<file path="src/sv/acscu_pkg.sv">
// ----------------------------------------------------------------------------
// Alarm clock setting controller package
// Shared types, register indexes, codes and reset values of the controller.
// ----------------------------------------------------------------------------
`default_nettype none

package acscu_pkg;

    // Width of every configuration register and of the write port.
    localparam int CFG_W       = 16;
    localparam int CFG_IDX_W   = 3;
    localparam int TIMER_W_DEF = 16;

    // Field widths of one tick and one result.
    localparam int BTN_W  = 5;
    localparam int HOUR_W = 5;
    localparam int MIN_W  = 6;

    // Button bit positions within the buttons field.
    localparam int KEY_SELECT = 0;
    localparam int KEY_UP     = 1;
    localparam int KEY_DOWN   = 2;
    localparam int KEY_LEFT   = 3;
    localparam int KEY_RIGHT  = 4;

    // Largest hour and minute values; adjusting wraps around them.
    localparam logic [HOUR_W-1:0] HOUR_LAST = HOUR_W'(23);
    localparam logic [MIN_W-1:0]  MIN_LAST  = MIN_W'(59);

    // Reset values of the stored alarm time.
    localparam logic [HOUR_W-1:0] ALARM_HOUR_RST   = HOUR_W'(8);
    localparam logic [MIN_W-1:0]  ALARM_MINUTE_RST = MIN_W'(0);

    // Reset values of the configuration registers.
    localparam logic [CFG_W-1:0] HOLD_TICKS_RST   = CFG_W'(1000);
    localparam logic [CFG_W-1:0] REPEAT_TICKS_RST = CFG_W'(100);
    localparam logic [CFG_W-1:0] IDLE_TICKS_RST   = CFG_W'(5000);
    localparam logic [CFG_W-1:0] BLINK_TICKS_RST  = CFG_W'(500);
    localparam logic [CFG_W-1:0] COLON_TICKS_RST  = CFG_W'(1000);

    // Configuration register indexes.
    typedef enum logic [CFG_IDX_W-1:0] {
        CFG_HOLD_TICKS   = 3'd0,
        CFG_REPEAT_TICKS = 3'd1,
        CFG_IDLE_TICKS   = 3'd2,
        CFG_BLINK_TICKS  = 3'd3,
        CFG_COLON_TICKS  = 3'd4
    } cfg_idx_t;

    // Menu modes.
    typedef enum logic [1:0] {
        MODE_CLOCK    = 2'd0,
        MODE_ALARM    = 2'd1,
        MODE_SET_HOUR = 2'd2,
        MODE_SET_MIN  = 2'd3
    } mode_t;

    // Current configuration as seen by the core.
    typedef struct packed {
        logic [CFG_W-1:0] hold_ticks;
        logic [CFG_W-1:0] repeat_ticks;
        logic [CFG_W-1:0] idle_ticks;
        logic [CFG_W-1:0] blink_ticks;
        logic [CFG_W-1:0] colon_ticks;
    } cfg_t;

    // One millisecond tick.
    typedef struct packed {
        logic [BTN_W-1:0]  buttons;
        logic [HOUR_W-1:0] now_hour;
        logic [MIN_W-1:0]  now_minute;
        logic              wake;
    } tick_t;

    // One display result.
    typedef struct packed {
        mode_t             mode;
        logic              awake;
        logic              ringing;
        logic [HOUR_W-1:0] shown_hour;
        logic [MIN_W-1:0]  shown_minute;
        logic              hour_visible;
        logic              minute_visible;
        logic              colon_on;
        logic [HOUR_W-1:0] alarm_hour_out;
        logic [MIN_W-1:0]  alarm_minute_out;
    } result_t;

    // Handshake between the input stage and the core.
    typedef struct packed {
        logic  valid;
        tick_t data;
    } tick_beat_t;

endpackage

`default_nettype wire

</file>
<file path="src/sv/acscu_in_if.sv">
// ----------------------------------------------------------------------------
// Tick channel interface
// Valid/ready channel that carries one millisecond tick per beat.
// ----------------------------------------------------------------------------
`default_nettype none

interface acscu_in_if;
    logic       valid;
    logic       ready;
    logic [4:0] buttons;
    logic [4:0] now_hour;
    logic [5:0] now_minute;
    logic       wake;

    modport source (output valid, buttons, now_hour, now_minute, wake, input ready);
    modport sink   (input valid, buttons, now_hour, now_minute, wake, output ready);
endinterface

`default_nettype wire

</file>
<file path="src/sv/acscu_out_if.sv">
// ----------------------------------------------------------------------------
// Result channel interface
// Valid/ready channel that carries one display result per beat.
// ----------------------------------------------------------------------------
`default_nettype none

interface acscu_out_if;
    logic       valid;
    logic       ready;
    logic [1:0] mode;
    logic       awake;
    logic       ringing;
    logic [4:0] shown_hour;
    logic [5:0] shown_minute;
    logic       hour_visible;
    logic       minute_visible;
    logic       colon_on;
    logic [4:0] alarm_hour_out;
    logic [5:0] alarm_minute_out;

    modport source (
        output valid, mode, awake, ringing, shown_hour, shown_minute,
               hour_visible, minute_visible, colon_on, alarm_hour_out,
               alarm_minute_out,
        input  ready
    );
    modport sink (
        input  valid, mode, awake, ringing, shown_hour, shown_minute,
               hour_visible, minute_visible, colon_on, alarm_hour_out,
               alarm_minute_out,
        output ready
    );
endinterface

`default_nettype wire

</file>
<file path="src/sv/acscu_cfg.sv">
// ----------------------------------------------------------------------------
// Configuration registers
// Holds the five timing registers written through the plain write port.
// ----------------------------------------------------------------------------
`default_nettype none

module acscu_cfg
    import acscu_pkg::*;
(
    input  wire logic                 clk,
    input  wire logic                 rst_n,
    input  wire logic                 cfg_we,
    input  wire logic [CFG_IDX_W-1:0] cfg_index,
    input  wire logic [CFG_W-1:0]     cfg_wdata,
    output cfg_t                      cfg
);

    cfg_t cfg_reg;
    cfg_t cfg_next;

    // Decode the write; indexes past the list are dropped.
    always_comb
    begin
        cfg_next = cfg_reg;
        if (cfg_we)
        begin
            case (cfg_idx_t'(cfg_index))
                CFG_HOLD_TICKS:   cfg_next.hold_ticks   = cfg_wdata;
                CFG_REPEAT_TICKS: cfg_next.repeat_ticks = cfg_wdata;
                CFG_IDLE_TICKS:   cfg_next.idle_ticks   = cfg_wdata;
                CFG_BLINK_TICKS:  cfg_next.blink_ticks  = cfg_wdata;
                CFG_COLON_TICKS:  cfg_next.colon_ticks  = cfg_wdata;
                default:          cfg_next = cfg_reg;
            endcase
        end
    end

    always_ff @(posedge clk or negedge rst_n)
    begin
        if (!rst_n)
        begin
            cfg_reg.hold_ticks   <= HOLD_TICKS_RST;
            cfg_reg.repeat_ticks <= REPEAT_TICKS_RST;
            cfg_reg.idle_ticks   <= IDLE_TICKS_RST;
            cfg_reg.blink_ticks  <= BLINK_TICKS_RST;
            cfg_reg.colon_ticks  <= COLON_TICKS_RST;
        end
        else
        begin
            cfg_reg <= cfg_next;
        end
    end

    assign cfg = cfg_reg;

endmodule

`default_nettype wire

</file>
<file path="src/sv/acscu_in_stage.sv">
// ----------------------------------------------------------------------------
// Tick input register
// Captures one tick beat and holds it until the core takes it.
// ----------------------------------------------------------------------------
`default_nettype none

module acscu_in_stage
    import acscu_pkg::*;
(
    input  wire logic  clk,
    input  wire logic  rst_n,
    acscu_in_if.sink   tick,
    input  wire logic  take,
    output tick_beat_t beat
);

    logic  valid_reg;
    logic  valid_next;
    tick_t data_reg;
    logic  accept;

    // Room for a new beat when empty or when the held one leaves this cycle.
    assign tick.ready = !valid_reg || take;
    assign accept     = tick.valid && tick.ready;

    always_comb
    begin
        valid_next = valid_reg;
        if (accept)
        begin
            valid_next = 1'b1;
        end
        else if (take)
        begin
            valid_next = 1'b0;
        end
    end

    always_ff @(posedge clk or negedge rst_n)
    begin
        if (!rst_n)
        begin
            valid_reg <= 1'b0;
        end
        else
        begin
            valid_reg <= valid_next;
        end
    end

    // Payload needs no reset.
    always_ff @(posedge clk)
    begin
        if (accept)
        begin
            data_reg.buttons    <= tick.buttons;
            data_reg.now_hour   <= tick.now_hour;
            data_reg.now_minute <= tick.now_minute;
            data_reg.wake       <= tick.wake;
        end
    end

    assign beat.valid = valid_reg;
    assign beat.data  = data_reg;

endmodule

`default_nettype wire

</file>
<file path="src/sv/acscu_core.sv">
// ----------------------------------------------------------------------------
// Controller core
// Menu, alarm, button and timer state; one tick is processed per cycle and
// its result is written into the output register; a result not yet taken stalls the ticks.
// ----------------------------------------------------------------------------
`default_nettype none

module acscu_core
    import acscu_pkg::*;
#(
    parameter int TIMER_WIDTH = TIMER_W_DEF
)
(
    input  wire logic       clk,
    input  wire logic       rst_n,
    input  wire cfg_t       cfg,
    input  wire tick_beat_t beat,
    output logic            take,
    acscu_out_if.source     status
);

    localparam int TW = TIMER_WIDTH;
    localparam int CW = (TW > CFG_W) ? TW : CFG_W;
    localparam logic [TW-1:0] TMAX = {TW{1'b1}};

    // State registers.
    mode_t             mode_reg, mode_next;
    logic [HOUR_W-1:0] alarm_hour_reg, alarm_hour_next;
    logic [MIN_W-1:0]  alarm_minute_reg, alarm_minute_next;
    logic [BTN_W-1:0]  prev_reg, prev_next;
    logic [TW-1:0]     since_press_reg, since_press_next;
    logic [TW-1:0]     since_rep_reg, since_rep_next;
    logic [TW-1:0]     blink_timer_reg, blink_timer_next;
    logic [TW-1:0]     colon_timer_reg, colon_timer_next;
    logic              blink_phase_reg, blink_phase_next;
    logic              colon_phase_reg, colon_phase_next;
    logic              fired_reg, fired_next;
    logic              ring_reg, ring_next;
    logic              awake_reg, awake_next;

    // Output register.
    logic              out_valid_reg, out_valid_next;
    result_t           result_reg, result_next;

    // Working values.
    tick_t             tk;
    logic              match;
    logic              ring_tick;
    logic              changed;
    logic [BTN_W-1:0]  edges;
    logic [BTN_W-1:0]  autop;

    assign tk   = beat.data;
    assign take = beat.valid && (!out_valid_reg || status.ready);

    // Tick processing: alarm check, then wake, ringing or awake update.
    always_comb
    begin
        mode_next         = mode_reg;
        alarm_hour_next   = alarm_hour_reg;
        alarm_minute_next = alarm_minute_reg;
        prev_next         = prev_reg;
        since_press_next  = since_press_reg;
        since_rep_next    = since_rep_reg;
        blink_timer_next  = blink_timer_reg;
        colon_timer_next  = colon_timer_reg;
        blink_phase_next  = blink_phase_reg;
        colon_phase_next  = colon_phase_reg;
        fired_next        = fired_reg;
        ring_next         = ring_reg;
        awake_next        = awake_reg;
        ring_tick         = 1'b0;
        changed           = 1'b0;
        edges             = '0;
        autop             = '0;
        match = (alarm_hour_reg == tk.now_hour) && (alarm_minute_reg == tk.now_minute);

        if (take)
        begin
            // Alarm check runs on every tick, asleep or awake.
            if (ring_reg)
            begin
                ring_tick = 1'b1;
                if (tk.buttons[KEY_SELECT])
                begin
                    ring_next  = 1'b0;
                    fired_next = 1'b1;
                end
            end
            else if (match)
            begin
                if (mode_reg != MODE_SET_HOUR && mode_reg != MODE_SET_MIN && !fired_reg)
                begin
                    ring_next = 1'b1;
                    ring_tick = 1'b1;
                end
            end
            else
            begin
                fired_next = 1'b0;
            end

            if (ring_tick)
            begin
                // While ringing only the button levels are tracked.
                if (awake_reg)
                begin
                    prev_next = tk.buttons;
                end
            end
            else if (!awake_reg)
            begin
                if (tk.wake)
                begin
                    awake_next       = 1'b1;
                    mode_next        = MODE_CLOCK;
                    prev_next        = '0;
                    since_press_next = '0;
                    since_rep_next   = TMAX;
                    blink_timer_next = TMAX;
                    colon_timer_next = TMAX;
                    blink_phase_next = 1'b0;
                    colon_phase_next = 1'b0;
                end
            end
            else
            begin
                // Saturating timers.
                since_press_next = (since_press_reg == TMAX) ? TMAX
                                 : since_press_reg + TW'(1);
                since_rep_next   = (since_rep_reg == TMAX) ? TMAX
                                 : since_rep_reg + TW'(1);
                blink_timer_next = (blink_timer_reg == TMAX) ? TMAX
                                 : blink_timer_reg + TW'(1);
                colon_timer_next = (colon_timer_reg == TMAX) ? TMAX
                                 : colon_timer_reg + TW'(1);

                // Blink and colon phases.
                if (CW'(blink_timer_next) >= CW'(cfg.blink_ticks))
                begin
                    blink_timer_next = '0;
                    blink_phase_next = !blink_phase_reg;
                end
                if (CW'(colon_timer_next) >= CW'(cfg.colon_ticks))
                begin
                    colon_timer_next = '0;
                    colon_phase_next = !colon_phase_reg;
                end

                // Rising edges and hold-to-repeat.
                edges = tk.buttons & ~prev_reg;
                if (edges != '0)
                begin
                    since_press_next = '0;
                end
                autop = edges;
                if (tk.buttons != '0
                    && CW'(since_press_next) > CW'(cfg.hold_ticks)
                    && CW'(since_rep_next) > CW'(cfg.repeat_ticks))
                begin
                    autop          = autop | tk.buttons;
                    since_rep_next = '0;
                end
                prev_next = tk.buttons;

                // Menu keys: middle, then right, then left.
                if (edges[KEY_SELECT])
                begin
                    case (mode_reg)
                        MODE_ALARM:    mode_next = MODE_SET_HOUR;
                        MODE_SET_HOUR: mode_next = MODE_SET_MIN;
                        MODE_SET_MIN:  mode_next = MODE_ALARM;
                        default:       mode_next = mode_reg;
                    endcase
                end
                else if (edges[KEY_RIGHT])
                begin
                    case (mode_reg)
                        MODE_CLOCK:    mode_next = MODE_ALARM;
                        MODE_SET_HOUR: mode_next = MODE_SET_MIN;
                        default:       mode_next = mode_reg;
                    endcase
                end
                else if (edges[KEY_LEFT])
                begin
                    case (mode_reg)
                        MODE_ALARM:   mode_next = MODE_CLOCK;
                        MODE_SET_MIN: mode_next = MODE_SET_HOUR;
                        default:      mode_next = mode_reg;
                    endcase
                end
                changed = (mode_next != mode_reg);

                // Up and down adjust the alarm time with wraparound.
                if (autop[KEY_UP])
                begin
                    if (mode_next == MODE_SET_HOUR)
                    begin
                        alarm_hour_next = (alarm_hour_reg >= HOUR_LAST) ? '0
                                        : alarm_hour_reg + HOUR_W'(1);
                        changed = 1'b1;
                    end
                    else if (mode_next == MODE_SET_MIN)
                    begin
                        alarm_minute_next = (alarm_minute_reg >= MIN_LAST) ? '0
                                          : alarm_minute_reg + MIN_W'(1);
                        changed = 1'b1;
                    end
                end
                else if (autop[KEY_DOWN])
                begin
                    if (mode_next == MODE_SET_HOUR)
                    begin
                        alarm_hour_next = (alarm_hour_reg == '0 || alarm_hour_reg > HOUR_LAST)
                                        ? HOUR_LAST : alarm_hour_reg - HOUR_W'(1);
                        changed = 1'b1;
                    end
                    else if (mode_next == MODE_SET_MIN)
                    begin
                        alarm_minute_next = (alarm_minute_reg == '0 || alarm_minute_reg > MIN_LAST)
                                          ? MIN_LAST : alarm_minute_reg - MIN_W'(1);
                        changed = 1'b1;
                    end
                end

                // A change restarts the phase that is on show.
                if (changed)
                begin
                    if (mode_next == MODE_CLOCK)
                    begin
                        colon_phase_next = 1'b0;
                        colon_timer_next = TMAX;
                    end
                    else if (mode_next == MODE_SET_HOUR || mode_next == MODE_SET_MIN)
                    begin
                        blink_phase_next = 1'b0;
                        blink_timer_next = TMAX;
                    end
                end

                // Idle timeout in clock mode.
                if (mode_next == MODE_CLOCK && CW'(since_press_next) >= CW'(cfg.idle_ticks))
                begin
                    awake_next = 1'b0;
                    prev_next  = '0;
                end
            end
        end
    end

    // Result from the updated state.
    always_comb
    begin
        result_next.mode             = mode_next;
        result_next.awake            = awake_next;
        result_next.ringing          = ring_next;
        result_next.alarm_hour_out   = alarm_hour_next;
        result_next.alarm_minute_out = alarm_minute_next;
        if (!awake_next)
        begin
            result_next.shown_hour     = '0;
            result_next.shown_minute   = '0;
            result_next.hour_visible   = 1'b0;
            result_next.minute_visible = 1'b0;
            result_next.colon_on       = 1'b0;
        end
        else if (mode_next == MODE_CLOCK)
        begin
            result_next.shown_hour     = tk.now_hour;
            result_next.shown_minute   = tk.now_minute;
            result_next.hour_visible   = 1'b1;
            result_next.minute_visible = 1'b1;
            result_next.colon_on       = colon_phase_next;
        end
        else
        begin
            result_next.shown_hour     = alarm_hour_next;
            result_next.shown_minute   = alarm_minute_next;
            result_next.hour_visible   = (mode_next == MODE_SET_HOUR) ? blink_phase_next : 1'b1;
            result_next.minute_visible = (mode_next == MODE_SET_MIN) ? blink_phase_next : 1'b1;
            result_next.colon_on       = 1'b1;
        end
    end

    // Output register fills on a take and empties when the beat is taken.
    always_comb
    begin
        out_valid_next = out_valid_reg;
        if (take)
        begin
            out_valid_next = 1'b1;
        end
        else if (status.ready)
        begin
            out_valid_next = 1'b0;
        end
    end

    always_ff @(posedge clk or negedge rst_n)
    begin
        if (!rst_n)
        begin
            mode_reg         <= MODE_CLOCK;
            alarm_hour_reg   <= ALARM_HOUR_RST;
            alarm_minute_reg <= ALARM_MINUTE_RST;
            prev_reg         <= '0;
            since_press_reg  <= '0;
            since_rep_reg    <= '0;
            blink_timer_reg  <= '0;
            colon_timer_reg  <= '0;
            blink_phase_reg  <= 1'b0;
            colon_phase_reg  <= 1'b0;
            fired_reg        <= 1'b0;
            ring_reg         <= 1'b0;
            awake_reg        <= 1'b0;
            out_valid_reg    <= 1'b0;
        end
        else
        begin
            mode_reg         <= mode_next;
            alarm_hour_reg   <= alarm_hour_next;
            alarm_minute_reg <= alarm_minute_next;
            prev_reg         <= prev_next;
            since_press_reg  <= since_press_next;
            since_rep_reg    <= since_rep_next;
            blink_timer_reg  <= blink_timer_next;
            colon_timer_reg  <= colon_timer_next;
            blink_phase_reg  <= blink_phase_next;
            colon_phase_reg  <= colon_phase_next;
            fired_reg        <= fired_next;
            ring_reg         <= ring_next;
            awake_reg        <= awake_next;
            out_valid_reg    <= out_valid_next;
        end
    end

    // Result payload needs no reset.
    always_ff @(posedge clk)
    begin
        if (take)
        begin
            result_reg <= result_next;
        end
    end

    assign status.valid            = out_valid_reg;
    assign status.mode             = result_reg.mode;
    assign status.awake            = result_reg.awake;
    assign status.ringing          = result_reg.ringing;
    assign status.shown_hour       = result_reg.shown_hour;
    assign status.shown_minute     = result_reg.shown_minute;
    assign status.hour_visible     = result_reg.hour_visible;
    assign status.minute_visible   = result_reg.minute_visible;
    assign status.colon_on         = result_reg.colon_on;
    assign status.alarm_hour_out   = result_reg.alarm_hour_out;
    assign status.alarm_minute_out = result_reg.alarm_minute_out;

    // The alarm never starts or keeps ringing in a set mode.
    a_ring_not_in_set: assert property (@(posedge clk) disable iff (!rst_n)
        ring_reg |-> (mode_reg == MODE_CLOCK || mode_reg == MODE_ALARM))
        else $error("alarm ringing in a set mode");

    // Asleep means clock mode with cleared button history.
    a_sleep_clean: assert property (@(posedge clk) disable iff (!rst_n)
        !awake_reg |-> (mode_reg == MODE_CLOCK && prev_reg == '0))
        else $error("asleep with menu or button state left over");

    // State moves only when a tick is processed.
    a_hold_without_take: assert property (@(posedge clk) disable iff (!rst_n)
        !take |=> ($stable(mode_reg) && $stable(alarm_hour_reg)
                   && $stable(alarm_minute_reg) && $stable(ring_reg)
                   && $stable(awake_reg)))
        else $error("state changed without a processed tick");

    // The stored alarm time stays a valid time of day.
    a_alarm_range: assert property (@(posedge clk) disable iff (!rst_n)
        (alarm_hour_reg <= HOUR_LAST && alarm_minute_reg <= MIN_LAST))
        else $error("stored alarm time out of range");

endmodule

`default_nettype wire

</file>
<file path="src/sv/alarm_clock_setting_controller_unit.sv">
// ----------------------------------------------------------------------------
// Alarm clock setting controller
// Menu, alarm time, button repeat, blink and alarm ringing for a clock face.
// ----------------------------------------------------------------------------
// Usage:
//   tick   - one beat per millisecond: button levels, current hour and minute,
//            and a wake event. Sink side, valid/ready.
//   status - one display result per tick beat, in order. Source side.
//   cfg_*  - write port for the five timing registers; write while idle.
// Path: a tick beat accepted into the tick register is processed from there
//   and its result beat is written into the result register and offered.
// Throughput: one tick beat per cycle while status is not stalled. The whole
//   update of menu, timers and alarm for one tick is a single pass between
//   the tick register and the result register.
// Reset: clock mode, asleep, alarm at 08:00, timing registers at their
//   defaults, both channels empty.
// Stall: while status is stalled the result register holds its beat and the
//   tick register takes one more beat if it is empty, then tick.ready drops
//   until the result beat is taken.
// ----------------------------------------------------------------------------
`default_nettype none

module alarm_clock_setting_controller_unit
    import acscu_pkg::*;
#(
    parameter int TIMER_WIDTH = TIMER_W_DEF
)
(
    input  wire logic                 clk,
    input  wire logic                 rst_n,
    acscu_in_if.sink                  tick,
    acscu_out_if.source               status,
    input  wire logic                 cfg_we,
    input  wire logic [CFG_IDX_W-1:0] cfg_index,
    input  wire logic [CFG_W-1:0]     cfg_wdata
);

    cfg_t       cfg;
    tick_beat_t beat;
    logic       take;

    // Timing registers.
    acscu_cfg u_cfg (
        .clk       (clk),
        .rst_n     (rst_n),
        .cfg_we    (cfg_we),
        .cfg_index (cfg_index),
        .cfg_wdata (cfg_wdata),
        .cfg       (cfg)
    );

    // Tick input register.
    acscu_in_stage u_in_stage (
        .clk   (clk),
        .rst_n (rst_n),
        .tick  (tick),
        .take  (take),
        .beat  (beat)
    );

    // State update and result register.
    acscu_core #(
        .TIMER_WIDTH (TIMER_WIDTH)
    ) u_core (
        .clk    (clk),
        .rst_n  (rst_n),
        .cfg    (cfg),
        .beat   (beat),
        .take   (take),
        .status (status)
    );

endmodule

`default_nettype wire

</file>
<file path="src/flat_wrapper.sv">
// flat-port wrapper written by rule: the top's interface ports become plain ports
module alarm_clock_setting_controller_unit_flat import acscu_pkg::*;
#(
    parameter int TIMER_WIDTH = TIMER_W_DEF
)
  (clk, rst_n, cfg_we, cfg_index, cfg_wdata, tick_valid, tick_buttons, tick_now_hour, tick_now_minute, tick_wake, tick_ready, status_valid, status_mode, status_awake, status_ringing, status_shown_hour, status_shown_minute, status_hour_visible, status_minute_visible, status_colon_on, status_alarm_hour_out, status_alarm_minute_out, status_ready);
  acscu_in_if tick_i ();
  acscu_out_if status_i ();
  input  wire logic clk;
  input  wire logic rst_n;
  input  wire logic cfg_we;
  input  wire logic [CFG_IDX_W-1:0] cfg_index;
  input  wire logic [CFG_W-1:0] cfg_wdata;
  input wire logic [$bits(tick_i.valid)-1:0] tick_valid;
  input wire logic [$bits(tick_i.buttons)-1:0] tick_buttons;
  input wire logic [$bits(tick_i.now_hour)-1:0] tick_now_hour;
  input wire logic [$bits(tick_i.now_minute)-1:0] tick_now_minute;
  input wire logic [$bits(tick_i.wake)-1:0] tick_wake;
  output wire logic [$bits(tick_i.ready)-1:0] tick_ready;
  output wire logic [$bits(status_i.valid)-1:0] status_valid;
  output wire logic [$bits(status_i.mode)-1:0] status_mode;
  output wire logic [$bits(status_i.awake)-1:0] status_awake;
  output wire logic [$bits(status_i.ringing)-1:0] status_ringing;
  output wire logic [$bits(status_i.shown_hour)-1:0] status_shown_hour;
  output wire logic [$bits(status_i.shown_minute)-1:0] status_shown_minute;
  output wire logic [$bits(status_i.hour_visible)-1:0] status_hour_visible;
  output wire logic [$bits(status_i.minute_visible)-1:0] status_minute_visible;
  output wire logic [$bits(status_i.colon_on)-1:0] status_colon_on;
  output wire logic [$bits(status_i.alarm_hour_out)-1:0] status_alarm_hour_out;
  output wire logic [$bits(status_i.alarm_minute_out)-1:0] status_alarm_minute_out;
  input wire logic [$bits(status_i.ready)-1:0] status_ready;
  assign tick_i.valid = tick_valid;
  assign tick_i.buttons = tick_buttons;
  assign tick_i.now_hour = tick_now_hour;
  assign tick_i.now_minute = tick_now_minute;
  assign tick_i.wake = tick_wake;
  assign tick_ready = tick_i.ready;
  assign status_valid = status_i.valid;
  assign status_mode = status_i.mode;
  assign status_awake = status_i.awake;
  assign status_ringing = status_i.ringing;
  assign status_shown_hour = status_i.shown_hour;
  assign status_shown_minute = status_i.shown_minute;
  assign status_hour_visible = status_i.hour_visible;
  assign status_minute_visible = status_i.minute_visible;
  assign status_colon_on = status_i.colon_on;
  assign status_alarm_hour_out = status_i.alarm_hour_out;
  assign status_alarm_minute_out = status_i.alarm_minute_out;
  assign status_i.ready = status_ready;
  alarm_clock_setting_controller_unit #(.TIMER_WIDTH(TIMER_WIDTH)) u_core (.clk(clk), .rst_n(rst_n), .tick(tick_i), .status(status_i), .cfg_we(cfg_we), .cfg_index(cfg_index), .cfg_wdata(cfg_wdata));
endmodule
</file>
<file path="config.mk">
export PLATFORM = sky130hd
export DESIGN_NAME = alarm_clock_setting_controller_unit_flat
export DESIGN_NICKNAME = d
export VERILOG_FILES = /design/src/sv/acscu_pkg.sv /design/src/sv/acscu_in_if.sv /design/src/sv/acscu_out_if.sv /design/src/sv/acscu_cfg.sv /design/src/sv/acscu_in_stage.sv /design/src/sv/acscu_core.sv /design/src/sv/alarm_clock_setting_controller_unit.sv /design/src/flat_wrapper.sv
export SDC_FILE = /design/constraint.sdc
export NUM_CORES = 1
export LEC_CHECK = 0
export ABC_AREA = 1
export BUFFER_PORTS_ARGS = -buffer_cell sky130_fd_sc_hd__buf_4
export CAP_MARGIN = 20
export CORE_MARGIN = 2
export CORE_UTILIZATION = 62
export DETAILED_ROUTE_END_ITERATION = 16
export GPL_ROUTABILITY_DRIVEN = 0
export MAX_ROUTING_LAYER = met4
export PLACE_DENSITY = 0.81
export SETUP_SLACK_MARGIN = 0.4
export SYNTH_ARGS = -nofsm -noshare
export SYNTH_HDL_FRONTEND = slang
export SYNTH_HIERARCHICAL = 1
export SYNTH_SLANG_ARGS = --single-unit
</file>
<file path="constraint.sdc">
create_clock -name clk -period 4.73 [get_ports clk]
set_clock_uncertainty 0.1 [all_clocks]
set_input_delay 0.7095 -clock clk [delete_from_list [all_inputs] [get_ports clk]]
set_output_delay 0.7095 -clock clk [all_outputs]
set_load 0.1 [all_outputs]
</file>
# After elaboration in Yosys (flattened, before gate mapping)

Index checks and enable logic that the tools add are counted.

Add/subtract/negate cells: 8
Order comparisons: 9
Equal/unequal tests: 23
Mux-type cells: 108
Bitwise operators: 4
Reduce and logical (&&, ||, !) cells: 37

Operator list:

| operator                                                               | number |
|---|---|
| 16-bit 2-to-1 mux                                                      | 22 |
| 5-bit 2-to-1 mux                                                       | 14 |
| 6-bit 2-to-1 mux                                                       | 11 |
| 16-bit by 1-bit adder with 16-bit output (second input constant)       | 4 |
| 16-bit equality test (second input constant)                           | 4 |
| 16-bit greater-or-equal comparator                                     | 3 |
| 1-bit 2-to-1 mux                                                       | 43 |
| 16-bit greater-than comparator                                         | 2 |
| 2-bit 2-to-1 mux                                                       | 10 |
| 14-bit 2-to-1 mux                                                      | 1 |
| 2-bit equality test (second input constant)                            | 6 |
| 3-bit 2-to-1 mux                                                       | 4 |
| 2-bit AND reduction                                                    | 5 |
| 5-bit nonzero test                                                     | 2 |
| 3-bit AND reduction                                                    | 3 |
| 1-bit logical AND                                                      | 8 |
| 2-bit inequality test (second input constant)                          | 4 |
| 2-bit case mux with 2 select lines                                     | 2 |
| 6-bit by 1-bit adder with 6-bit output (second input constant)         | 1 |
| 3-bit by 2-bit equality test with 1-bit output (second input constant) | 2 |
| 6-bit equality test                                                    | 1 |
| 6-bit greater-or-equal comparator (second input constant)              | 1 |
| 6-bit greater-than comparator (second input constant)                  | 1 |
| 2-bit zero test                                                        | 3 |
| other kinds (22)                                                       | 32 |

Register bits after elaboration: 215
Input bits: 41
Output and inout port bits: 31
Word-level logic and storage cells: 223

# Longest topological paths before layout

Gate-level depths: netlist of run 1.

Word-level depth: 27
Mapped depth: 30
Gate-level depth less buffers: 29

# Modules after synthesis

The synthesis of run 1 kept the hierarchy.

By module, submodules not included:

| module         | instances | cells each | area an instance (sq um) | sequential area each (sq um) |
|---|---|---|---|---|
| acscu_core     | 1         | 1304       | 9596.7                   | 3074.2 |
| acscu_cfg      | 1         | 356        | 3276.9                   | 2034.5 |
| acscu_in_stage | 1         | 24         | 563.0                    | 535.5 |

# Least setup slack after synthesis of run 1

Ideal clock, no wire load.

Path type: reg2reg
From: reg u_core.u_core.since_press_reg[2]
To: reg u_core.u_core.result_reg, in the netlist u_core/u_core/status.shown_minute[2], data pin
Arrival time: 3.316 ns
Data required time: 4.369 ns
Slack: 1.053 ns
Cell stages (with the launch flop): 25
Buffers on the path: 1
Period minus slack after synthesis: 3.677 ns
Path through: dfrtp_1 -> inv_1 -> nor3_1 -> nand3_1 -> nor3_2 -> nand2_1 -> nor4_1 -> xor2_1 -> nand2_1 -> nand2_1 -> inv_1 -> ha_1 -> nand2_1 -> nor2_1 -> nand2_1 -> o21ai_0 -> nor2_1 -> nand3_2 -> a21oi_2 -> buf_4 -> o21ai_0 -> nand3_1 -> nand2_1 -> nand2_1 -> a21oi_1

Word-level cells in the longest chain between the ends: 19

Ends and longest elaborated chain:

| element                                                                                 | RTL line                             | RTL |
|---|---|---|
| start: declaration                                                                      | acscu_core.sv:31                     | `logic [TW-1:0] since_press_reg, since_press_next;` |
| start signal: assignment                                                                | acscu_core.sv:324                    | `since_press_reg <= since_press_next;` |
| 16-bit by 1-bit adder with 16-bit output / 16-bit equality test (equally long branches) | acscu_core.sv:130, acscu_core.sv:129 |  |
| 16-bit 2-to-1 mux *                                                                     | acscu_core.sv:129                    | `since_press_next = (since_press_reg == TMAX) ? TMAX` |
| 16-bit 2-to-1 mux *                                                                     | acscu_core.sv:152                    | `if (edges != '0)` |
| 16-bit 2-to-1 mux *                                                                     | acscu_core.sv:111                    | `else if (!awake_reg)` |
| 16-bit 2-to-1 mux *                                                                     | acscu_core.sv:103                    | `if (ring_tick)` |
| 16-bit 2-to-1 mux *                                                                     | acscu_core.sv:78                     | `if (take)` |
| 16-bit greater-than comparator *                                                        | acscu_core.sv:158                    | `&& CW'(since_press_next) > CW'(cfg.hold_ticks)` |
| 1-bit logical AND *                                                                     | acscu_core.sv:158                    |  |
| (+4 left out)                                                                           | --                                   |  |
| 3-bit 2-to-1 mux *                                                                      | acscu_core.sv:78                     |  |
| 6-bit 2-to-1 mux                                                                        | acscu_core.sv:210                    | `else if (autop[KEY_DOWN])` |
| 6-bit 2-to-1 mux *                                                                      | acscu_core.sv:195                    | `if (autop[KEY_UP])` |
| 6-bit 2-to-1 mux *                                                                      | acscu_core.sv:111                    |  |
| 6-bit 2-to-1 mux *                                                                      | acscu_core.sv:103                    |  |
| 6-bit 2-to-1 mux *                                                                      | acscu_core.sv:78                     |  |
| net u_core.u_core.alarm_minute_next[2]                                                  | acscu_core.sv:29                     | `logic [MIN_W-1:0] alarm_minute_reg, alarm_minute_next;` |
| 14-bit 2-to-1 mux *                                                                     | acscu_core.sv:267                    | `else if (mode_next == MODE_CLOCK)` |
| end signal: assignment                                                                  | acscu_core.sv:342                    | `result_reg <= result_next;` |
| end: declaration                                                                        | acscu_core.sv:43                     | `result_t result_reg, result_next;` |

Mark *: on every way through the listed nets, which the timed path passes. The rest lies on a longest branch. The select of a mux whose other input is x is not followed.
A chain may end at the register's enable or synchronous reset.

# Final worst setup path of run 1

From: reg u_core.u_core.since_press_reg[2]
To: reg u_core.u_core.result_reg, in the netlist u_core/u_core/status.shown_minute[1], data pin

RTL lines:

| element                                                                                 | RTL line                             | RTL |
|---|---|---|
| 16-bit by 1-bit adder with 16-bit output / 16-bit equality test (equally long branches) | acscu_core.sv:130, acscu_core.sv:129 |  |
| 16-bit 2-to-1 mux *                                                                     | acscu_core.sv:129                    |  |
| 16-bit 2-to-1 mux *                                                                     | acscu_core.sv:152                    |  |
| 16-bit 2-to-1 mux *                                                                     | acscu_core.sv:111                    |  |
| 16-bit 2-to-1 mux *                                                                     | acscu_core.sv:103                    |  |
| 16-bit 2-to-1 mux *                                                                     | acscu_core.sv:78                     |  |
| 16-bit greater-or-equal comparator *                                                    | acscu_core.sv:242                    | `if (mode_next == MODE_CLOCK && CW'(since_press_next) >= CW'(cfg.idle_ticks))` |
| 1-bit logical AND *                                                                     | acscu_core.sv:242                    |  |
| 1-bit 2-to-1 mux *                                                                      | acscu_core.sv:242                    |  |
| 1-bit 2-to-1 mux *                                                                      | acscu_core.sv:111                    |  |
| 1-bit 2-to-1 mux *                                                                      | acscu_core.sv:103                    |  |
| 1-bit 2-to-1 mux *                                                                      | acscu_core.sv:78                     |  |
| net u_core.u_core.awake_next                                                            | acscu_core.sv:39                     | `logic awake_reg, awake_next;` |

Marked as above.

==> flow_metrics.py, run 1 <==
metrics = {
    "floorplanning": {
        "core-area_um2": 21150,
        "die_w_um": 151.2,
        "rows": 53,
        "start_util": 0.6352,
        "die_area_um2": 22870,
        "io_pins": 72,
        "die_h_um": 151.2,
    },
    "place": {
        "hpwlAfterDp_mm": 22.68,
        "portBuffers": 71,
        "place_area_um2": 14100,
        "dp_cells": 1989,
    },
    "final_layout": {
        "drive_gt1_frac": 0.1427,
        "most-common-layout-cells": "nand2_1, inv_1, nand3_1, dfrtp_1, a21oi_1",
        "largest_register_ffs": 80,
        "fin_cells": 2041,
        "stdcell_area_um2": 15110,
        "final_nets": 1881,
        "diodes": 0,
        "final_common_cell": "nand2_1",
        "synthToLayoutAreaGrowth_pct": 12.49,
    },
    "routing": {
        "firstDrtPassIters": 6,
        "vias": 11740,
        "vias_per_cell": 5.753,
        "drt_iter0_drc": 985,
        "drt-wirelength-per-cell_um": 16.17,
        "wirelength_mm": 33.00,
        "ant_nets": 0,
        "drc": 0,
    },
    "run_status": {
        "status": "finished, final reports clean",
    },
    "power": {
        "p_leak_nw": 7.641,
        "p_per_area_nw_per_um2": 641.2,
        "ir_drop_v": 0.0003731,
    },
    "sta": {
        "finalCriticalPeriod_ns": 4.086,
        "maxSlewViolCount": 0,
        "finalHoldViolCount": 0,
        "post-route-period-util": 0.8639,
        "setup_viol": 0,
        "rsz0062_at_grt": "yes",
        "setup_tns_ns": 0,
        "tightestPinTransition_ns": 1.032,
        "slew-limit-headroom": 0.3047,
        "clock.fmax_mhz": 244.7,
    },
    "yosys": {
        "yosysSeqAreaShare": 0.4201,
        "yosysUniqueCellTypes": 55,
        "yosysTopAreaCell": "dfrtp_1",
        "synthesis.area_um2": 13440,
        "async_reset_ff_frac": 0.7860,
        "ys_ff_latch": 215,
        "synth_top_area_share": 0.2645,
        "synthFlopType": "dfrtp_1",
        "yosys_warnings": 6,
        "postSynthCellCount": 1684,
        "synth.net_count": 1817,
        "synth.area.top_cells": "dfrtp_1, nand2_1, edfxtp_1, ha_1, inv_1",
        "synth-edff-count": 46,
        "syn_avg_cell_area_um2": 7.979,
    },
    "worst_setup_path": {
        "crit_top_cell": "nand2_1",
        "r2r_cells": 20,
        "cpMaxStageDelayCell": "dfrtp_1",
        "r2r_end": "u_core/u_core/status.shown_minute[1]",
        "critPathTopFamily": "simple AND/OR/NAND/NOR gates",
        "cp.required_ns": 4.89,
        "path_buf_inv": 3,
        "rrSetupSlack_ns": 0.64,
        "criticalPathCategory": "flip-flop to flip-flop",
        "r2r_start": "u_core/u_core/since_press_reg[2]",
        "start_kind": "flip-flop",
        "crit_chain": "inv_1 > nor3_4 > nand3_2 > nor3_4 > nand2_2 > nor4_4 > xor2_1 > nand2_1 > nand2_1 > inv_1 > ha_1 > nand2_1 > nor2_1 > nand4_1 > o311ai_1 > nand3_1 > o21ai_1 > o21ai_2 > clkinvlp_4 > a21oi_1",
        "cp_max_fo": 6,
        "slowest_delay_ns": 0.41,
        "arrival_ns": 4.24,
        "crit_path_end_kind": "flip-flop",
    },
    "cts": {
        "htreeDepth": 1,
        "cts_root_buf": "clkbuf_16",
        "clk_pin_slew_worst_paths_ns": 0.06,
        "cts-buffers-inserted": 24,
        "cts_buffer_depth": 3,
        "clk_latency_ns": 0.52,
        "tritoncts": "built",
        "cts_sinks": 215,
        "holdBufCountCts": 0,
    },
    "global_routing": {
        "grt_pass1_wl_mm": 52.96,
        "first_global_vias": 10860,
        "antenna_found_initial": 0,
        "grt_use_total": 0.2964,
        "grt_max_degree": 91,
        "overflow": 0,
    },
    "flow_run": {
        "maxCapViolCount": 0,
    },
    "worst_hold_path": {
        "hold_class": "input port to asynchronous set/reset pin",
    },
}
## kinds of logic after synthesis
| group | share of synthesized area |
|---|---|
| adders and majority gates | 0.08567 |
| AOI/OAI and AO/OA | 0.1256 |
| and+or+nand+nor | 0.2582 |
| DFF | 0.4201 |
| xor gates and xnor gates | 0.01890 |
| buffers and inverters | 0.09154 |
## through the flow
stage                     hold slack [ns]  total power [mW]  setup WS, ns  utilization
after global placement             0.3506             7.426        0.4639       0.6664
final                              0.1628             9.692        0.6436       0.7145
after detailed placement           0.3545             7.607        0.2959       0.6664
after floorplan                    0.3139             6.577         1.053            -
after global routing               0.2436             10.37        0.3436       0.7145
after CTS                          0.2077             9.598        0.4654       0.7059
## synthesized netlist by cell type, types with 3 or more instances
library cell    n
ha_1           92
a21oi_1       133
o21ai_1         3
a22oi_1        17
a21oi_2         5
nand3_1       166
o21a_1          3
a2bb2oi_1       6
nand3_2         8
nand2_1       414
or2_2          11
o21ai_0        75
a31oi_1         5
a21boi_0        6
clkbuf_1       10
nand4_1        19
inv_2          12
edfxtp_1       46
o211ai_1        5
buf_4           9
nor2_4          8
o21bai_1        3
xor2_1         23
o31ai_1         3
inv_1         230
nand2_2        10
nor3_1         17
dfstp_2        27
buf_6           9
nor3_2         10
o22ai_1        17
nor4_1          6
nand2_4         3
buf_1           3
dfrtp_1       142
buf_2          20
xnor2_1         6
nor2_1         79
## metal layers
metal	global-route usage	part of all wire
met1	0.3965	0.43
met5	-	0
met2	0.4756	0.47
met4	0.07664	0.024
met3	0.04699	0.072
## area by class of cell
cell class / count / area, um^2
Clock inverter: 14 / 150.1
Timing Repair inverter: 1 / 7.507
Fill cell: 1564 / 6040
Multi-Input combinational cell: 1175 / 6674
Tap cell: 275 / 344.1
Timing Repair Buffer: 88 / 700.7
Clock buffer: 30 / 674.4
Sequential cell: 215 / 5644
Inverter: 243 / 919.6
## where the power goes
part           internal (mW)  switching, mW  total, mW
registers               2.53          0.419       2.95
logic                   1.51           3.30       4.81
clock network           1.17          0.765       1.94
total                   5.21           4.48       9.69
## worst reg2reg max path, cell delays in order (launching register included)
cell and delay [ns]:
dfrtp_1 0.41, inv_1 0.11, nor3_4 0.25, nand3_2 0.14
nor3_4 0.22, nand2_2 0.13, nor4_4 0.25, xor2_1 0.17
nand2_1 0.07, nand2_1 0.08, inv_1 0.07, ha_1 0.30
nand2_1 0.07, nor2_1 0.14, nand4_1 0.11, o311ai_1 0.40
nand3_1 0.15, o21ai_1 0.17, o21ai_2 0.19, clkinvlp_4 0.23
a21oi_1 0.07
## worst max path at each step
stage	startpoint	endpoint	slack, ns	depth (start not counted)
floorplan	u_core/u_core/since_press_reg[2]	u_core/u_core/status.shown_minute[2]	1.05	24
global route	u_core/u_core/since_press_reg[2]	u_core/u_core/status.shown_hour[1]	0.34	24
finish	u_core/u_core/since_press_reg[2]	u_core/u_core/status.shown_minute[1]	0.64	20
CTS	u_core/u_core/since_press_reg[2]	u_core/u_core/status.shown_minute[1]	0.47	25
detailed placement	u_core/u_core/since_press_reg[2]	u_core/u_core/status.shown_hour[4]	0.30	20
global placement	u_core/u_core/since_press_reg[2]	u_core/u_core/status.shown_hour[3]	0.46	20
## repair_timing
action                     4_1_cts  5_1_grt
setup buffers                    0        7
setup endpoints to repair       19       49
cloned                           0        1
gates resized for setup          4       28
pin swaps                        0        9
No activity file was read; power rests on OpenSTA's default activity.
==> run 2: changes to the inputs <==
--- a/config.mk
+++ b/config.mk
@@ -9,11 +9,11 @@
 export BUFFER_PORTS_ARGS = -buffer_cell sky130_fd_sc_hd__buf_4
 export CAP_MARGIN = 20
 export CORE_MARGIN = 2
-export CORE_UTILIZATION = 62
+export CORE_UTILIZATION = 65
 export DETAILED_ROUTE_END_ITERATION = 16
 export GPL_ROUTABILITY_DRIVEN = 0
 export MAX_ROUTING_LAYER = met4
-export PLACE_DENSITY = 0.81
+export PLACE_DENSITY = 0.87
 export SETUP_SLACK_MARGIN = 0.4
 export SYNTH_ARGS = -nofsm -noshare
 export SYNTH_HDL_FRONTEND = slang
==> constraint.sdc (replaced) <==
create_clock -name clk -period 4.9 [get_ports clk]
set_clock_uncertainty 0.1 [all_clocks]
set_input_delay 0.735 -clock clk [delete_from_list [all_inputs] [get_ports clk]]
set_output_delay 0.735 -clock clk [all_outputs]
set_load 0.1 [all_outputs]
==> run 2 against run 1 <==
  * Clock power is 3% lower
  * Final area is 0.50% lower
  * Maximum frequency is 4.0% lower
  * Sequential share of layout area is 0.19 points higher
  * Clock-buffer cell count is 5 higher
  * Register-to-register slack hardly changed
  * Die area is 4.5% lower
  * First-iteration DRC count is 23% higher
  * Global-route usage is 1.9 points higher
  * Worst setup slack worse by 0.0021 ns
  * Final cell count is 0.15% lower
  * Combinational power is 3% lower
  * Critical endpoint is now u_core/u_core/status.minute_visible
  * Largest power group unchanged
==> flow_metrics.py, run 2 (synthesis gave the netlist of run 1 again) <==
metrics = {
    "run_status": {
        "status": "finished, final reports clean",
    },
    "worst_hold_path": {
        "min-delay-start": "tick_buttons[0]",
        "hold_class": "input port to flip-flop",
    },
    "floorplanning": {
        "die_w_um": 147.8,
        "io_pins": 72,
        "die_h_um": 147.8,
        "core-area_um2": 20230,
        "start_util": 0.6640,
        "die_area_um2": 21840,
        "rows": 52,
    },
    "final_layout": {
        "final_common_cell": "nand2_1",
        "fin_cells": 2038,
        "largest_register_ffs": 80,
        "stdcell_area_um2": 15040,
        "num-fill-cells": 1456,
        "diodes": 0,
        "final_nets": 1883,
        "ff_latch_area_um2": 5644,
        "final_core_util": 0.7433,
        "multiInputGateArea_um2": 6605,
        "synthToLayoutAreaGrowth_pct": 11.93,
        "most-common-layout-cells": "nand2_1, inv_1, nand3_1, dfrtp_1, a21oi_1",
        "drive_gt1_frac": 0.1346,
    },
    "worst_setup_path": {
        "start_kind": "flip-flop",
        "crit_top_cell": "nand2_1",
        "r2r_start": "u_core/u_core/since_press_reg[2]",
        "crit_start": "u_core/u_core/since_press_reg[2]",
        "criticalPathCategory": "flip-flop to flip-flop",
        "cp.required_ns": 5.08,
        "arrival_ns": 4.44,
        "crit_path_end_kind": "flip-flop",
        "cpMaxStageDelayCell": "dfrtp_1",
        "slowest_delay_ns": 0.38,
        "cp_max_fo": 7,
    },
    "routing": {
        "wirelength_mm": 33.81,
        "vias_per_cell": 5.948,
        "firstDrtPassIters": 6,
        "wl_met2_mm": 16.28,
        "vias": 12120,
        "drt_iter0_drc": 1213,
        "drc": 0,
        "ant_nets": 0,
        "top_layer_used": "met4",
        "met1Wirelength_mm": 13.60,
        "dr_wl_met3_mm": 2.872,
        "drt-wirelength-per-cell_um": 16.59,
    },
    "sta": {
        "clock.fmax_mhz": 234.8,
        "setup_viol": 0,
        "maxSlewViolCount": 0,
        "post-route-period-util": 0.8691,
        "slew-limit-headroom": 0.3941,
        "setup_tns_ns": 0,
        "rsz0062_at_grt": "no",
        "finalHoldViolCount": 0,
        "finalCriticalPeriod_ns": 4.259,
        "tightestPinTransition_ns": 0.9078,
    },
    "power": {
        "p_per_area_nw_per_um2": 623.8,
        "p_leak_nw": 7.585,
        "ir_drop_v": 0.0005538,
    },
    "cts": {
        "tritoncts": "built",
        "clk_latency_ns": 0.53,
        "cts_root_buf": "clkbuf_16",
        "cts_sinks": 215,
        "htreeDepth": 1,
        "cts-buffers-inserted": 24,
        "cts_buffer_depth": 3,
        "clk_pin_slew_worst_paths_ns": 0.06,
    },
    "global_routing": {
        "grt_max_degree": 111,
        "antenna_found_initial": 0,
        "overflow": 0,
        "grt_pass1_wl_mm": 54.94,
        "grt_use_total": 0.3156,
        "first_global_vias": 11600,
    },
    "place": {
        "hpwlAfterDp_mm": 23.09,
        "portBuffers": 71,
        "place_area_um2": 14100,
        "dp_cells": 1987,
    },
    "flow_run": {
        "maxCapViolCount": 0,
    },
}
[run 2: cell count changes in the layout (fill, tap and decap cells not counted), moves of 3 or more]
cell        previous run  this run
buf_4                 82        85
clkinv_2               7         2
clkinvlp_4             5         2
nor3_2                 6        10
nor3_4                 7         3
nor2_1                76        79
clkbuf_1               2         6
nand2_1              410       413
[run 2: per-stage QoR]
step	worst slack, ns	hold WS [ns]	total power, mW
after floorplan	1.223	0.3394	6.349
after global placement	0.5929	0.3498	7.152
after detailed placement	0.3309	0.3550	7.356
after CTS	0.5146	0.2642	9.298
after global routing	0.3320	0.2568	10.00
final	0.6415	0.2743	9.382
[run 2: area by class of cell]
cell class / instances / share of cell area
multi-input cells: 1176 / 0.4392
inverters: 243 / 0.06090
flip-flops and latches: 215 / 0.3753
repair buffers: 90 / 0.04692
clock buffers: 35 / 0.04601
well taps: 270 / 0.02246
clock inverters: 9 / 0.009235
[run 2: timing repair]
item,4_1_cts,5_1_grt
pin swaps,0,2
cloned,0,1
buffers inserted,0,3
endpoints found under the hold margin,0,21
gates resized for setup,2,8
endpoints found under the setup margin,8,48
hold buffers,0,1
[run 2: worst paths after layout]
check,endpoint,depth (start not counted),slack [ns]
worst max-delay path,u_core/u_core/status.minute_visible,27,0.64
worst min-delay path,u_core/u_in_stage/beat[12],1,0.27
worst max register to register,u_core/u_core/status.minute_visible,27,0.64
worst min register to register,u_core/u_cfg/cfg[6],2,0.37
max in group asynchronous,u_core/u_cfg/cfg[22],4,2.93
min in group asynchronous,u_core/u_core/colon_timer_reg[10],2,0.55
[run 2: power by group]
group / leakage (nW) / internal, mW / switching (mW)
logic: 4.75 / 1.44 / 3.21
registers: 2.43 / 2.44 / 0.401
clock network: 0.405 / 1.14 / 0.750
[run 2: worst max-delay path, delay by kind of cell (launching register included)]
family	cells	cell delay (ns)
fa+ha+maj	1	0.29
compound gates	1	0.26
simple gates	20	2.43
xor+xnor	1	0.18
flops	1	0.38
buf+inv	4	0.36
[run 2: routing by layer]
layer	GRT usage	vias up
li1	-	5696
met1	0.4087	5732
met2	0.5088	585
met3	0.05062	109
met4	0.1106	0
met5	-	-
